==> src/hw/rtl/cau_pkg.sv <==
// Shared types, widths and codes for the complex arithmetic unit.
// Depends on nothing; every other file of the unit imports it.
`timescale 1ns / 1ps

package cau_pkg;

    localparam int DATA_W   = 16;
    localparam int FRAC_W   = 8;
    localparam int PROD_W   = 2 * DATA_W;
    localparam int SUM_W    = PROD_W + 1;
    localparam int NUM_W    = PROD_W + FRAC_W;
    localparam int QUO_W    = DATA_W + 1;
    localparam int CMP_W    = PROD_W + QUO_W;
    localparam int DIV_STAGES = QUO_W;

    localparam logic [1:0] OP_ADD = 2'd0;
    localparam logic [1:0] OP_SUB = 2'd1;
    localparam logic [1:0] OP_MUL = 2'd2;
    localparam logic [1:0] OP_DIV = 2'd3;

    localparam logic [1:0] ST_OK  = 2'd0;
    localparam logic [1:0] ST_DIV0 = 2'd1;
    localparam logic [1:0] ST_SAT = 2'd2;

    // One result part on its way through the divider. For add, subtract and
    // multiply the finished magnitude rides in rem and the divider leaves it alone.
    typedef struct packed {
        logic              neg;
        logic [NUM_W-1:0]  rem;
        logic [QUO_W-1:0]  quo;
        logic              ovf;
    } cau_part_t;

    typedef struct packed {
        logic              is_div;
        logic              dz;
        logic [PROD_W-1:0] den;
        cau_part_t         re;
        cau_part_t         im;
    } cau_work_t;

    typedef struct packed {
        logic              neg;
        logic [PROD_W-1:0] mag;
    } cau_sm_t;

    function automatic cau_sm_t to_sm(input logic signed [SUM_W-1:0] v);
        cau_sm_t r;
        logic [SUM_W-1:0] m;
        m = v[SUM_W-1] ? (~v + 1'b1) : v;
        r.neg = v[SUM_W-1];
        r.mag = m[PROD_W-1:0];
        return r;
    endfunction

endpackage

==> src/hw/rtl/cau_pack.sv <==
// Output stage: saturation, status and the output register.
// Depends on cau_pkg.
`timescale 1ns / 1ps

module cau_pack
    import cau_pkg::*;
(
    input  logic              clk,
    input  logic              rst_n,
    input  logic              en,
    input  logic              in_vld,
    input  cau_work_t         in_work,
    output logic              out_vld,
    output logic [DATA_W-1:0] res_re,
    output logic [DATA_W-1:0] res_im,
    output logic [1:0]        status
);

    logic              vld_reg;
    logic [DATA_W-1:0] re_reg, im_reg, re_next, im_next;
    logic [1:0]        st_reg, st_next;

    function automatic logic [DATA_W:0] sat_part(input cau_part_t p, input logic is_div);
        logic [NUM_W-1:0]  m;
        logic [DATA_W-1:0] v;
        logic              s;
        if (!is_div)
            m = p.rem;
        else if (p.ovf)
            m = NUM_W'(1) << DATA_W;
        else
            m = NUM_W'(p.quo);
        s = 1'b0;
        if (!p.neg || m == '0)
        begin
            if (m > NUM_W'((1 << (DATA_W - 1)) - 1))
            begin
                m = NUM_W'((1 << (DATA_W - 1)) - 1);
                s = 1'b1;
            end
            v = m[DATA_W-1:0];
        end
        else
        begin
            if (m > NUM_W'(1 << (DATA_W - 1)))
            begin
                m = NUM_W'(1 << (DATA_W - 1));
                s = 1'b1;
            end
            v = ~m[DATA_W-1:0] + 1'b1;
        end
        return {s, v};
    endfunction

    always_comb
    begin
        logic [DATA_W:0] pr, pi;
        pr = sat_part(in_work.re, in_work.is_div);
        pi = sat_part(in_work.im, in_work.is_div);
        if (in_work.is_div && in_work.dz)
        begin
            re_next = '0;
            im_next = '0;
            st_next = ST_DIV0;
        end
        else
        begin
            re_next = pr[DATA_W-1:0];
            im_next = pi[DATA_W-1:0];
            st_next = (pr[DATA_W] || pi[DATA_W]) ? ST_SAT : ST_OK;
        end
    end

    always_ff @(posedge clk or negedge rst_n)
    begin
        if (!rst_n)
            vld_reg <= 1'b0;
        else if (en)
            vld_reg <= in_vld;
    end

    always_ff @(posedge clk)
    begin
        if (en)
        begin
            re_reg <= re_next;
            im_reg <= im_next;
            st_reg <= st_next;
        end
    end

    assign out_vld = vld_reg;
    assign res_re  = re_reg;
    assign res_im  = im_reg;
    assign status  = st_reg;

endmodule

==> config.mk <==
export PLATFORM = sky130hd
export DESIGN_NAME = cau_pack
export DESIGN_NICKNAME = d
export VERILOG_FILES = /design/src/hw/rtl/cau_pkg.sv /design/src/hw/rtl/cau_pack.sv
export SDC_FILE = /design/constraint.sdc
export NUM_CORES = 1
export LEC_CHECK = 0
export BUFFER_PORTS_ARGS = -buffer_cell sky130_fd_sc_hd__buf_2
export CORE_MARGIN = 2
export CORE_UTILIZATION = 40
export CTS_BUF_LIST = sky130_fd_sc_hd__clkbuf_16
export CTS_CLUSTER_DIAMETER = 120
export DETAILED_ROUTE_END_ITERATION = 10
export GPL_ROUTABILITY_DRIVEN = 1
export PLACE_DENSITY_LB_ADDON = 0.25
export SLEW_MARGIN = 20
export SYNTH_ARGS = -nofsm -noshare
export SYNTH_HDL_FRONTEND = slang
export SYNTH_SLANG_ARGS = --single-unit
==> constraint.sdc <==
create_clock -name clk -period 1.2 [get_ports clk]
set_clock_uncertainty 0.2 [all_clocks]
set_input_delay 0.18 -clock clk [delete_from_list [all_inputs] [get_ports clk]]
set_output_delay 0.18 -clock clk [all_outputs]
set_load 0.02 [all_outputs]
==> results of run 1 <==
## power breakdown
| group | total (W) | switching (W) | internal [W] |
|---|---|---|---|
| logic | 0.00220 | 0.00112 | 0.00108 |
| clock network | 0.00119 | 0.000439 | 0.000748 |
| registers | 0.00151 | 0.0000324 | 0.00148 |
| total | 0.00491 | 0.00159 | 0.00331 |
## cell usage in the layout (no fill, tap or decap), drive strengths merged, types with 6 or more instances in the layout
cell,instances
o21ai,13
nor2b,8
buf,340
nand3,10
inv,6
nand4,6
nand2,31
a22o,13
a221oi,9
nor2,31
a21o,7
edfxtp,34
o22ai,7
a22oi,22
nor3,20
nor4,17
a21oi,36
a211oi,8
o21bai,10
## per-layer routing
metal / GRT usage, % / part of all wire, % / up-vias
li1: - / - / 2134
met3: 3.906 / 8.4 / 74
met4: 10.20 / 4.8 / 0
met1: 43.23 / 38 / 2219
met2: 59.98 / 49 / 371
met5: 0 / 0 / -
## sequential cells by signal (all words and copies together) (netlist names)
signal	flops
res_im	16
res_re	16
status	2
out_vld	1
## final timing paths
path	to	slack, ps	depth (start not counted)	start
setup / recovery	res_re[10]$_SDFFCE_PP0P_	-1280	11	in_work[77]
hold / removal	out_vld$_DFFE_PN0P_	30	2	rst_n
setup reg to reg	out_vld$_DFFE_PN0P_	200	1	out_vld$_DFFE_PN0P_
hold reg to reg	out_vld$_DFFE_PN0P_	390	1	out_vld$_DFFE_PN0P_
max in group asynchronous	out_vld$_DFFE_PN0P_	690	2	rst_n
min in group clk	res_im[3]$_SDFFCE_PP0P_	80	1	en
## stage by stage
step / total power (W) / setup TNS (ps)
6_report: 0.004906 / -34570
3_3_place_gp: 0.003152 / -47810
3_5_place_dp: 0.003184 / -49910
4_1_cts: 0.004706 / -32090
5_1_grt: 0.005071 / -37480
2_1_floorplan: 0.002334 / -37300
## final cells by class
| cell class | instances | area (um2) | area share, % |
|---|---|---|---|
| Clock inverter | 3 | 12.51 | 0.1948 |
| Clock buffer | 5 | 125.1 | 1.948 |
| Sequential cell | 35 | 1046 | 16.28 |
| Timing Repair Buffer | 342 | 2465 | 38.37 |
| Inverter | 5 | 21.27 | 0.3311 |
| Multi-Input combinational cell | 306 | 2626 | 40.88 |
| Tap cell | 102 | 127.6 | 1.987 |
## logic make-up (layout without fill, tap and decap cells)
kind of cell    after synthesis  in the layout  synth area share, %
compound gates              151            152                34.82
xor+xnor                      2              2               0.5610
fa+ha+maj                     2              2               0.8012
buf+inv                      29            355                4.727
flops                        35             35                33.49
mux                           5              5                1.643
simple gates                145            145                23.96
## timing repair
action / 4_1_cts / 5_1_grt
endpoints found under the hold margin: 2 / 0
hold buffers: 2 / 0
endpoints found under the setup margin: 36 / 43
pin swaps: 58 / 32
resized for setup: 112 / 47
buffers inserted: 46 / 8
gates cloned: 3 / 0
==> results.txt, run 1 <==
initial antenna violation count - 0
pin count of the biggest net entering global routing - 18
failing checks - setup timing
Pleak - 2.897 nW
worst-path cell chain - buf_2 -> nor3_4 -> a21oi_2 -> or4_4 -> buf_4 -> buf_6 -> o41a_1 -> buf_6 -> nor2_4 -> a21o_1 -> a211oi_2
vias in the first global route - 4538
detailed placement HPWL - 9468 um
endpoints failing hold - 0
Setup crit end kind - flip-flop
DRT Pass-1 Iters - 5
Clock transition at path regs - 50 ps
# Max-Cap Violations - 0
Synth cell types - 62
minimum clock period - 2477 ps
top cells by area, synth - edfxtp_1 (33%), a21oi_1 (5.6%), a22oi_1 (5.3%), nor2_1 (3.7%), a22o_1 (3.6%)
top cell type's share of synthesized area - 32.69%
fillers - 430
drt drc - 0
Seq cells post-synth - 35
synth cell count leaders - a21oi_1 (35), edfxtp_1 (34), nor2_1 (31)
Starting Density - 40.84%
cell repeated most along the worst path - buf_6
number of enable flip-flop cells after synthesis - 34
CTS sink count - 35
Synth async-reset ratio - 2.857%
CTS H-Tree Depth - 2
status - finished with violations
Slew Viols, Final - 0
pre-CTS WS - -1796 ps
number of buffers and inverters on the critical path - 4
Routed wire per std cell - 19.86 um
dpl cells - 740
Yosys warnings - 0
Cell Area, Placed - 0.005160 mm2
area delta synth->final - 105.7%
WP data required - 1010 ps
Fin Hold WS - 25.68 ps
Mapped Cells - 369
area leader, netlist - edfxtp_1
fmax - 403.7 MHz
Post-Route Utilization - 84.00%
first-pass GRT wire length - 22850 um
Buffers on Ports - 158
via count - 4798
synthesized area - 0.003123 mm2
CTS tree - yes
syn_nets - 527
crit path DAT - 2290 ps
total track usage - 33.85%
final-report setup violation count - 34
overall routed net length - 15850 um
die area - 0.008530 mm2
die height - 92.36 um
NumNets Final - 853
Routed Antenna Nets - 0
Final Cell Area - 0.006424 mm2
Clk Latency, worst-skew pair - 270 ps
share of layout cells above drive strength 1 - 65.37%
PwrDens - 763.7 mW/mm2
Setup WS post-layout - -1277 ps
DR vias/cell - 6.013
VDD IR-drop max - 600.2 uV
Hold Crit Class - in2async
Remaining Overflow, GRT - 0
critical path startpoint category - input pin
Worst slew margin - 64.77%
CP delay by family, top - simple AND/OR/NAND/NOR gates
Die Wd - 92.36 um
top-count cell post-synth - a21oi_1
clock tree buffer depth - 2
synthesized area per cell - 8.463 um2
Placer Congestion - 0.9106
CTS buffer count - 5
root buffer cell - clkbuf_16
Worst Setup Path Type - in2reg
ant diodes - 0
worst slew pin tran - 528.4 ps
Detailed Route Iter0 Violations - 456
crit path max fanout - 5
placeable core area - 0.007647 mm2
Top Ports - 191
Tcrit/Tclk final - 206.4%
Site Rows - 32
Layout Cells excl Fill - 798
largest stage delay on the critical path - 520 ps
Seq/Total Area, Yosys - 33.49%
CP max-delay cell - or4_4
RSZ-0062 raised after global routing - true
most used flip-flop cell after synthesis - edfxtp_1
Note: power is estimated with default switching activity, not from simulation.
==> run 2, diff against run 1 <==
Clock period 1.2 ns to 2.66 ns, I/O delays scaled along.
==> results.txt, run 2 (same netlist as run 1, synthesis figures left out) <==
Top Ports - 191
failing checks - setup timing
Setup WS post-layout - -17.99 ps
VDD IR-drop max - 275.2 uV
Site Rows - 32
first-pass GRT wire length - 17420 um
area delta synth->final - 71.80%
clock tree buffer depth - 2
crit path DAT - 2490 ps
final-report setup violation count - 2
CTS tree - yes
FF-to-FF Start - out_vld$_DFFE_PN0P_
Highest Signal Layer - met4
drt drc - 0
Critical Path End - res_re[4]$_SDFFCE_PP0P_
initial antenna violation count - 0
Clock transition at path regs - 50 ps
detailed placement HPWL - 8863 um
Hold Crit Class - in2reg
critical path startpoint category - input pin
switching pwr - 0.0006056 W
DR vias/cell - 5.555
WP data required - 2470 ps
minimum clock period - 2678 ps
most frequent cells in the layout - buf_2 (156), buf_4 (111), edfxtp_1 (34)
most common cell after layout, fill and taps aside - buf_2
Comb pwr share - 36.5%
WL met3 - 823 um
cell count of the worst reg-to-reg path - 1
PwrDens - 384.2 mW/mm2
vias in the first global route - 3639
endpoints failing hold - 0
crit path max fanout - 5
placeable core area - 0.007647 mm2
RR Endpoint - out_vld$_DFFE_PN0P_
pin count of the biggest net entering global routing - 34
clock share of power - 30.6%
part of the power in registers - 33.0%
die height - 92.36 um
via count - 4066
CTS H-Tree Depth - 2
WL met2 - 4968 um
fmax - 373.4 MHz
Post-Route Utilization - 70.16%
Worst slew margin - 54.96%
share of layout cells above drive strength 1 - 53.49%
Worst Setup Path Type - in2reg
root buffer cell - clkbuf_16
footprint of the multi-input gates - 0.002241 mm2
fillers - 641
WL met1 - 5286 um
ant diodes - 0
Routed Antenna Nets - 0
status - finished with violations
Net Sw Frac - 29.38%
Buffers on Ports - 158
CTS sink count - 35
P_int - 0.001456 W
total track usage - 25.32%
Starting Density - 40.84%
Tcrit/Tclk final - 100.7%
# Max-Cap Violations - 0
Setup TNS Final - -30.91 ps
Clk Latency, worst-skew pair - 270 ps
DRT Pass-1 Iters - 5
die area - 0.008530 mm2
Pleak - 2.422 nW
Seq. cell area - 0.001046 mm2
CTS buffer count - 5
Crit. Startpoint - in_work[67]
Placer Congestion - 0.9101
Setup crit end kind - flip-flop
Remaining Overflow, GRT - 0
NumNets Final - 787
overall routed net length - 11190 um
setup slack, reg-to-reg - 1720 ps
worst slew pin tran - 675.6 ps
RSZ-0062 raised after global routing - true
Routed wire per std cell - 15.29 um
Slew Viols, Final - 0
Detailed Route Iter0 Violations - 226
Die Wd - 92.36 um
==> run 2: cell types whose count changed in the layout (fill, tap and decap cells not counted), moves of 6 or more <==
cell / delta
buf_4: -43
a21oi_1: +17
nand2_1: +6
a21oi_2: -14
buf_2: +15
buf_6: -31
==> run 2: timing repair <==
item,CTS,global route
hold endpoints to repair,1,0
hold buffers,1,0
resized for setup,14,30
buffers inserted,8,7
gates cloned,0,1
setup endpoints to repair,19,19
pin swaps,13,18
==> run 2: cell type report <==
| type | instances | area share (%) |
|---|---|---|
| clock buffer | 5 | 2.332 |
| inverter | 5 | 0.3965 |
| clock inverter | 3 | 0.7229 |
| multi-input combinational | 305 | 41.77 |
| tap | 102 | 2.379 |
| timing repair buffer | 277 | 32.91 |
| sequential | 35 | 19.50 |
==> run 2: worst min-delay path by stage <==
stage                     cells after the start   start  slack, ps                   to
after floorplan                               0   rst_n       -100  out_vld$_DFFE_PN0P_
after global placement                        1   rst_n        -30  out_vld$_DFFE_PN0P_
after detailed placement                      1   rst_n        -20  out_vld$_DFFE_PN0P_
after CTS                                     2  in_vld        160  out_vld$_DFFE_PN0P_
after global routing                          2  in_vld        170  out_vld$_DFFE_PN0P_
final                                         2  in_vld        160  out_vld$_DFFE_PN0P_
==> run 2: per-stage QoR <==
step	setup WS, ps	area (um2)	hold WS (ps)	power [W]	cells
floorplan	-263.0	3294	-96.59	0.001035	369
global placement	-392.5	4838	-27.16	0.001364	707
detailed placement	-536.0	4838	-24.14	0.001375	707
CTS	-19.56	5132	157.6	0.002026	724
global route	-126.5	5365	169.1	0.002160	732
finish	-17.99	5365	160.2	0.002061	732
==> run 2: power by group through the flow <==
stage	Combinational, W	Sequential [W]	Clock, W
after floorplan	0.000273	0.000762	0
after global routing	0.000811	0.000685	0.000665
after detailed placement	0.000684	0.000691	0
after CTS	0.000706	0.000680	0.000639
after global placement	0.000675	0.000689	0
final	0.000752	0.000679	0.000630
==> run 2: layer usage <==
layer / GRT usage [%] / up-vias
li1: - / 2004
met3: 2.929 / 8
met4: 6.343 / 0
met1: 39.11 / 1878
met5: 0 / -
met2: 37.47 / 176
==> run 2: critical path, cell delays in order <==
cell	delay (ps)
buf_2	120
nor4_4	260
nor3_1	90
or4_4	500
o21a_4	230
nor2_4	150
nand2_4	80
ha_4	190
nor2_4	120
buf_6	110
a22o_1	140
a31oi_2	100
==> run 3, diff against run 2 <==
Clock period 2.66 ns to 3 ns, I/O delays scaled along.
==> results.txt, run 3 (same netlist as run 1, synthesis figures left out) <==
status - finished, final reports clean
Setup WS post-layout - 127.8 ps
met1 Usage GRT - 37.22%
Buffers on Ports - 158
CTS tree - yes
Clk Latency, worst-skew pair - 270 ps
Pleak - 2.093 nW
fmax - 348.2 MHz
WP data required - 2850 ps
CTS buffer count - 5
Worst slew margin - 61.50%
cell count of the worst reg-to-reg path - 1
busiest grt layer - met1
grt met2 use - 36.56%
largest stage delay on the critical path - 350 ps
minimum clock period - 2872 ps
placeable core area - 0.007647 mm2
ant diodes - 0
PwrDens - 348.8 mW/mm2
root buffer cell - clkbuf_16
Slew Viols, Final - 0
CP max-delay cell - a221oi_1
crit path max fanout - 19
overall routed net length - 10570 um
first-pass GRT wire length - 16900 um
Setup TNS Final - 0 ps
die height - 92.36 um
worst hold path endpoint - out_vld$_DFFE_PN0P_
Worst Setup Path Type - in2reg
Site Rows - 32
pre-CTS WS - -224.1 ps
Cells on Worst Hold Path - 2
RR Endpoint - out_vld$_DFFE_PN0P_
DRT Pass-1 Iters - 6
via count - 3889
Placer Congestion - 0.9775
detailed placement HPWL - 8803 um
Detailed Route Iter0 Violations - 316
CTS H-Tree Depth - 2
area delta synth->final - 51.08%
worst-path cell chain - buf_2 -> buf_12 -> buf_4 -> nor4_1 -> nand4_1 -> o22ai_1 -> o211a_1 -> nand2_1 -> ha_2 -> nand2b_1 -> nand3_1 -> a221oi_1
drt drc - 0
setup slack, reg-to-reg - 2060 ps
most common cell after layout, fill and taps aside - buf_2
hold path startpoint - in_vld
met3 GRT Util - 2.604%
Remaining Overflow, GRT - 0
CTS sink count - 35
Top Ports - 191
DR vias/cell - 5.661
vias in the first global route - 3535
total track usage - 24.34%
VDD IR-drop max - 227.2 uV
Clock transition at path regs - 50 ps
initial antenna violation count - 0
Routed wire per std cell - 15.39 um
clock tree buffer depth - 2
NumNets Final - 742
Routed Antenna Nets - 0
die area - 0.008530 mm2
Setup crit end kind - flip-flop
Die Wd - 92.36 um
RSZ-0062 raised after global routing - false
FF-to-FF Start - out_vld$_DFFE_PN0P_
worst slew pin tran - 577.4 ps
# Max-Cap Violations - 0
Hold Crit Class - in2reg
pin count of the biggest net entering global routing - 29
share of layout cells above drive strength 1 - 44.79%
most frequent cells in the layout - buf_2 (158), buf_4 (72), a21oi_1 (34), edfxtp_1 (34), nor2_1 (29)
Starting Density - 40.84%
Tcrit/Tclk final - 95.74%
crit path DAT - 2720 ps
final-report setup violation count - 0
endpoints failing hold - 0
Post-Route Utilization - 61.70%
critical path startpoint category - input pin
Pwr Total - 0.001646 W
==> run 3: cell types whose count changed in the layout (fill, tap and decap cells not counted), sizes merged <==
| cell | delta |
|---|---|
| buf | -44 |
| bufinv | -1 |
| clkbuf | -1 |
| inv | +1 |
==> run 3: repair_timing <==
item,in CTS,in global routing
hold endpoints to repair,1,0
hold buffers,1,0
buffers inserted,0,1
endpoints found under the setup margin,0,9
resized for setup,0,6
==> run 3: report_power, final <==
group / leakage (nW) / switching [W] / internal [W]
Combinational: 1.68 / 0.000325 / 0.000255
Sequential: 0.342 / 0.0000102 / 0.000593
Clock: 0.0701 / 0.000166 / 0.000298
Total: 2.09 / 0.000501 / 0.00115
==> run 3: worst max path at each step <==
stage                  from                       end  slack, ps
4_1_cts         in_work[64]   res_re[6]$_SDFFCE_PP0P_         50
5_1_grt        in_work[151]   res_re[8]$_SDFFCE_PP0P_          9
3_5_place_dp    in_work[64]   res_re[6]$_SDFFCE_PP0P_       -220
2_1_floorplan   in_work[64]   res_re[8]$_SDFFCE_PP0P_        -10
3_3_place_gp    in_work[64]   res_re[6]$_SDFFCE_PP0P_       -200
6_report       in_work[151]  res_im[12]$_SDFFCE_PP0P_        130
==> run 3: per-stage QoR <==
step / hold slack [ps] / instance area (um2) / cells
after global routing: 226.0 / 4718 / 687
final: 210.6 / 4718 / 687
after global placement: 24.54 / 4529 / 677
after CTS: 208.0 / 4676 / 686
after floorplan: -45.59 / 3209 / 369
after detailed placement: 27.37 / 4529 / 677
==> run 3: per-layer routing <==
| metal | vias to the layer above | share of wire (%) |
|---|---|---|
| met4 | 0 | 1.5 |
| met1 | 1786 | 48 |
| li1 | 1911 | - |
| met5 | - | 0 |
| met2 | 177 | 43 |
| met3 | 15 | 7.3 |
==> run 3: area by class of cell <==
class,count,area [um2]
clock buffer,5,125.1
multi-input combinational,305,2026
fill,712,2929
clock inverter,3,11.26
sequential,35,1046
tap,102,127.6
timing repair buffer,232,1361
inverter,5,21.27
==> run 3: critical path, delay by kind of cell <==
family | cells | cell delay [ps]
AO/OA/AOI/OAI | 3 | 790
adder cells (fa/ha/maj) | 1 | 270
buffers and inverters | 3 | 410
AND/OR/NAND/NOR | 5 | 800
